===== config.mk =====
export PLATFORM = sky130hd
export DESIGN_NAME = sorted_list_insert_remove_top
export DESIGN_NICKNAME = d
export VERILOG_FILES = /design/src/sli_pkg.sv /design/src/sorted_list_insert_remove_top.sv /design/src/sli_cell.sv
export SDC_FILE = /design/constraint.sdc
export NUM_CORES = 2
export LEC_CHECK = 0
export ABC_AREA = 1
export BUFFER_PORTS_ARGS = -buffer_cell sky130_fd_sc_hd__buf_2
export CAP_MARGIN = 30
export CORE_ASPECT_RATIO = 0.9
export CORE_UTILIZATION = 50
export CTS_CLUSTER_DIAMETER = 150
export DETAILED_ROUTE_END_ITERATION = 6
export PLACE_DENSITY_LB_ADDON = 0.2
export SLEW_MARGIN = 20
export SYNTH_ARGS = -nofsm -noshare
export SYNTH_HDL_FRONTEND = slang
export SYNTH_HIERARCHICAL = 1
export SYNTH_SLANG_ARGS = --single-unit

===== constraint.sdc =====
create_clock -name clk -period 11.62 [get_ports clk]
set_input_delay 1.743 -clock clk [delete_from_list [all_inputs] [get_ports clk]]
set_output_delay 1.743 -clock clk [all_outputs]
set_load 0.005 [all_outputs]

===== src/sli_pkg.sv =====
// ----------------------------------------------------------------------------
// sli_pkg
// shared types, sizes and codes for the sorted list store
// ----------------------------------------------------------------------------
package sli_pkg;

	localparam int CAPACITY = 16;
	localparam int CNT_W    = $clog2(CAPACITY + 1);

	typedef logic signed [31:0] data_t;
	typedef logic [CNT_W-1:0]   cnt_t;

	typedef enum logic [1:0] {
		CMD_INSERT = 2'd0,
		CMD_REMOVE = 2'd1,
		CMD_READ   = 2'd2
	} cmd_t;

	typedef enum logic [2:0] {
		ST_OK        = 3'd0,
		ST_FULL      = 3'd1,
		ST_EMPTY     = 3'd2,
		ST_NOT_FOUND = 3'd3,
		ST_RANGE     = 3'd4
	} status_t;

	typedef struct packed {
		logic ins;
		logic rem;
	} cell_ctl_t;

endpackage


===== src/sorted_list_insert_remove_top.sv =====
// ----------------------------------------------------------------------------
// sorted_list_insert_remove_top
// bounded sorted store of signed 32-bit values held in a chain of cells
// ----------------------------------------------------------------------------
// usage:
//  a transaction is taken at a rising edge with start high and busy low;
//  busy stays low, so one command can be issued every cycle.
//  command selects insert, remove or read; value and index go with it.
//  each cell compares its entry with value in parallel, the flags ripple
//  along the chain, and every cell loads its own entry, its left or right
//  neighbor's entry or value at the same edge.
//  the result appears on the cycle after acceptance with done high for
//  exactly one cycle; the receiver cannot stall, so each result must be
//  taken in that cycle. a new command may be accepted in the same cycle
//  that the previous result is shown.
//  every result carries count, head_value, tail_value and empty_res as they
//  stand after the command.
//  reset clears the count and the result strobe; entry contents are left
//  as they are and are only read once written.
// ----------------------------------------------------------------------------
module sorted_list_insert_remove_top (
	input  logic               clk,
	input  logic               arst_n,
	input  logic               start,
	output logic               busy,
	input  logic [1:0]         command,
	input  sli_pkg::data_t     value,
	input  logic [3:0]         index,
	output logic               done,
	output logic               ok,
	output logic [2:0]         status,
	output sli_pkg::data_t     read_value,
	output logic [4:0]         count,
	output sli_pkg::data_t     head_value,
	output sli_pkg::data_t     tail_value,
	output logic               empty_res
);
	import sli_pkg::*;

	cnt_t      count_q;
	cnt_t      count_d;
	cell_ctl_t ctl;
	logic      full;
	logic      found;
	logic      accept;

	data_t cell_entry [CAPACITY];
	data_t cell_nxt   [CAPACITY];
	logic  cell_after [CAPACITY];
	logic  cell_past  [CAPACITY];
	logic  cell_valid [CAPACITY];

	logic    done_q;
	logic    ok_q;
	status_t status_q;
	data_t   read_q;
	cnt_t    count_out_q;
	data_t   head_q;
	data_t   tail_q;
	logic    empty_q;

	logic    ok_d;
	status_t status_d;
	data_t   read_d;
	data_t   head_d;
	data_t   tail_d;
	data_t   rd_mux;
	data_t   tail_mux;

	assign accept = start && !busy;
	assign busy   = 1'b0;
	assign full   = (count_q >= cnt_t'(CAPACITY));
	assign found  = cell_past[CAPACITY-1];

	genvar gi;
	generate
		for (gi = 0; gi < CAPACITY; gi++) begin : g_cell
			assign cell_valid[gi] = (32'(count_q) > gi);
			if (gi == 0) begin : g_first
				sli_cell u_cell (
					.clk        (clk),
					.ctl        (ctl),
					.val        (value),
					.valid      (cell_valid[gi]),
					.prev_entry (value),
					.prev_after (1'b0),
					.prev_past  (1'b0),
					.next_entry (cell_entry[(gi + 1) % CAPACITY]),
					.entry      (cell_entry[gi]),
					.entry_nxt  (cell_nxt[gi]),
					.after      (cell_after[gi]),
					.past       (cell_past[gi])
				);
			end else if (gi == CAPACITY - 1) begin : g_last
				sli_cell u_cell (
					.clk        (clk),
					.ctl        (ctl),
					.val        (value),
					.valid      (cell_valid[gi]),
					.prev_entry (cell_entry[gi-1]),
					.prev_after (cell_after[gi-1]),
					.prev_past  (cell_past[gi-1]),
					.next_entry (cell_entry[gi]),
					.entry      (cell_entry[gi]),
					.entry_nxt  (cell_nxt[gi]),
					.after      (cell_after[gi]),
					.past       (cell_past[gi])
				);
			end else begin : g_mid
				sli_cell u_cell (
					.clk        (clk),
					.ctl        (ctl),
					.val        (value),
					.valid      (cell_valid[gi]),
					.prev_entry (cell_entry[gi-1]),
					.prev_after (cell_after[gi-1]),
					.prev_past  (cell_past[gi-1]),
					.next_entry (cell_entry[gi+1]),
					.entry      (cell_entry[gi]),
					.entry_nxt  (cell_nxt[gi]),
					.after      (cell_after[gi]),
					.past       (cell_past[gi])
				);
			end
		end
	endgenerate

	// command decode and status
	always_comb begin
		ctl      = '0;
		ok_d     = 1'b0;
		status_d = ST_OK;
		count_d  = count_q;
		case (cmd_t'(command))
			CMD_INSERT: begin
				if (full) begin
					status_d = ST_FULL;
				end else begin
					ctl.ins = accept;
					ok_d    = 1'b1;
					count_d = count_q + cnt_t'(1);
				end
			end
			CMD_REMOVE: begin
				ctl.rem = accept;
				if (count_q == '0) begin
					status_d = ST_EMPTY;
				end else if (!found) begin
					status_d = ST_NOT_FOUND;
				end else begin
					ok_d    = 1'b1;
					count_d = count_q - cnt_t'(1);
				end
			end
			CMD_READ: begin
				if (32'(index) < 32'(count_q)) begin
					ok_d = 1'b1;
				end else begin
					status_d = ST_RANGE;
				end
			end
			default: begin
				status_d = ST_RANGE;
			end
		endcase
	end

	// one-hot selection of the read and tail slots
	always_comb begin
		rd_mux   = '0;
		tail_mux = '0;
		for (int i = 0; i < CAPACITY; i++) begin
			if (32'(index) == i) begin
				rd_mux = rd_mux | cell_entry[i];
			end
			if (32'(count_d) == i + 1) begin
				tail_mux = tail_mux | cell_nxt[i];
			end
		end
	end

	assign read_d = (ok_d && cmd_t'(command) == CMD_READ) ? rd_mux : '0;
	assign head_d = (count_d != '0) ? cell_nxt[0] : '0;
	assign tail_d = (count_d != '0) ? tail_mux : '0;

	always_ff @(posedge clk or negedge arst_n) begin
		if (!arst_n) begin
			count_q <= '0;
			done_q  <= 1'b0;
		end else begin
			done_q <= accept;
			if (accept) begin
				count_q <= count_d;
			end
		end
	end

	always_ff @(posedge clk) begin
		if (accept) begin
			ok_q        <= ok_d;
			status_q    <= status_d;
			read_q      <= read_d;
			count_out_q <= count_d;
			head_q      <= head_d;
			tail_q      <= tail_d;
			empty_q     <= (count_d == '0);
		end
	end

	assign done       = done_q;
	assign ok         = ok_q;
	assign status     = status_q;
	assign read_value = read_q;
	assign count      = 5'(count_out_q);
	assign head_value = head_q;
	assign tail_value = tail_q;
	assign empty_res  = empty_q;

endmodule


===== src/sli_cell.sv =====
// ----------------------------------------------------------------------------
// sli_cell
// one slot of the sorted chain: compares against the command value and
// shifts toward or away from its neighbors
// ----------------------------------------------------------------------------
module sli_cell (
	input  logic               clk,
	input  sli_pkg::cell_ctl_t ctl,
	input  sli_pkg::data_t     val,
	input  logic               valid,
	input  sli_pkg::data_t     prev_entry,
	input  logic               prev_after,
	input  logic               prev_past,
	input  sli_pkg::data_t     next_entry,
	output sli_pkg::data_t     entry,
	output sli_pkg::data_t     entry_nxt,
	output logic               after,
	output logic               past
);
	import sli_pkg::*;

	data_t entry_q;
	logic  gt;
	logic  match;

	assign gt    = valid && (entry_q > val);
	assign after = !valid || gt;
	assign match = valid && (entry_q == val);
	assign past  = prev_past || match;

	always_comb begin
		entry_nxt = entry_q;
		if (ctl.ins) begin
			if (after) begin
				entry_nxt = prev_after ? prev_entry : val;
			end
		end else if (ctl.rem) begin
			if (past) begin
				entry_nxt = next_entry;
			end
		end
	end

	always_ff @(posedge clk) begin
		entry_q <= entry_nxt;
	end

	assign entry = entry_q;

endmodule


==> flow_summary.ini <==
[routing]
drt_iter0_drc = 9409
dr.pass1.iters = 7
num_vias = 72900
drc = 1
ant_nets = 0
wl_per_cell_um = 25.7
vias_per_cell = 6.15
routed_wl_um = 304000

[critical_path]
slowest_delay_ns = 0.64
crit_required_ns = 12.22
arrival_ns = 9.89
crit_path_top_delay_cell = nor2_4
cp-start-kind = input pin
path_class = in2reg
worstSetupEndpointType = flip-flop
crit_fanout = 67

[power]
peakVddDrop_v = 0.000354
p_per_area_nw_per_um2 = 313
p_leak_uw = 0.0367

[cts]
cts_setup_buffers = 0
cts_sinks = 624
htreeDepth = 3
ctsHoldBuffers = 0
cts_resized = 0
cts.path.max_buffers = 3
cts.clk_slew.worst_paths_ns = 0.06
cts-root-buf = clkbuf_16
clk_latency_ns = 0.73
cts_tree = yes
cts_inserted_buffers = 83

[logic_synthesis]
synthCells = 10300
synth_area_per_cell_um2 = 6.29
ys_warn_count = 6
syn-cell-area_um2 = 65100

[placement]
io_buffer_count = 147
pre_cts_slack_ns = 1.88
dp_hpwl_um = 227000
place_congestion = 1.10

[sta]
rsz0062_at_grt = no
slew-limit-headroom_pct = 14.6
setup_ws_ns = 2.33
period_share_pct = 80.0
hold_violations = 0
tightest_slew_ns = 1.28
clock.fmax_mhz = 108
slew_viol_final = 0
skew_ns = 0.0247
setup_viol_count_final = 0
setup_tns_ns = 0
layout_min_cycle_time_ns = 9.29

[job]
drv_cap = 0

[cells_and_area]
layout_commonest_cell = nand2_1
final_nets = 10600
final_core_util_pct = 52.9
final_cell_mix = nand2_1, nand3_1, inv_1
drive_above_1_share_pct = 9.60
area_growth_pct = 4.76

[floorplanning]
num_io_pins = 149
die-area_um2 = 132000
die_w_um = 382
die_h_um = 344
core_um2 = 129000
rows = 125
initial_core_util_pct = 50.4

[global_route]
grt.total_usage_pct = 45.1
grt_max_degree = 148
grt_pass1_vias = 66800
grt_antenna_before_repair = 11
grt-ovfl-total = 0
grt_pass1_wl_um = 442000

[run_status]
violations = DRC
outcome = finished with violations

[hold_path]
hold_class = reg2reg
==> cell type report <==
| cell class | count | area (µm²) |
|---|---|---|
| tap | 1714 | 2140 |
| clock buffer | 116 | 2320 |
| fill | 13200 | 60800 |
| inverter | 1543 | 5790 |
| multi-input combinational | 7559 | 42100 |
| antenna | 5 | 12.5 |
| clock inverter | 33 | 260 |
| timing repair buffer | 258 | 2020 |
| sequential | 624 | 13600 |
==> worst max-delay path: cells and delay by family <==
| family | cells | cell delay [ns] |
|---|---|---|
| adders and majority gates | 1 | 0.30 |
| AOI/OAI and AO/OA | 1 | 0.09 |
| buffers and inverters | 19 | 2.52 |
| and+or+nand+nor | 31 | 5.04 |
==> path summary, 6_finish.rpt <==
| path | from | end | slack, ns | depth (start not counted) |
|---|---|---|---|---|
| hold reg to reg | g_cell[2].g_mid.u_cell/entry[24] | g_cell[1].g_mid.u_cell/entry[24] | 0.64 | 2 |
| setup / recovery | value[4] | tail_value[25] | 2.33 | 52 |
| setup reg to reg | g_cell[0].g_first.u_cell/entry[6] | tail_value[25] | 3.43 | 50 |
| max in group asynchronous | arst_n | count_q[4] | 10.62 | 1 |
| min in group asynchronous | arst_n | count_q[3] | 0.84 | 1 |
| hold / removal | g_cell[2].g_mid.u_cell/entry[24] | g_cell[1].g_mid.u_cell/entry[24] | 0.64 | 2 |
==> stage by stage <==
| step | power, µW | hold WS (ns) | instances | instance area (µm²) |
|---|---|---|---|---|
| global placement | 17600 | 0.617 | 11700 | 65100 |
| CTS | 20700 | 0.635 | 11800 | 68000 |
| floorplan | 13900 | 0.537 | 10300 | 65100 |
| finish | 21400 | 0.639 | 11900 | 68200 |
| global route | 22700 | 0.659 | 11800 | 68200 |
| detailed placement | 18100 | 0.617 | 11700 | 65400 |
==> sequential cells by signal (all words and copies together), names as in the netlist, 3 cells and up <==
register / count
tail_value: 32
g_cell.g_last.u_cell/entry: 32
read_value: 32
count_q: 5
count: 5
g_cell.g_first.u_cell/entry: 32
head_value: 32
g_cell.g_mid.u_cell/entry: 448
status: 3
==> where the power goes <==
group          switching (µW)  total, µW  leakage [µW]  internal (µW)
clock                    1170       2650       0.00127           1470
sequential               2030       5420       0.00547           3390
combinational            8960      13300        0.0299           4320
==> routing by layer <==
metal / vias up / track usage [%] / share of wire, %
met4: 2 / 43.3 / 11
met3: 1174 / 8.50 / 10
met1: 33800 / 54.0 / 36
met5: - / 0 / 0.0036
met2: 4605 / 67.7 / 42
li1: 33400 / - / -
(Power assumes the default switching activity.)
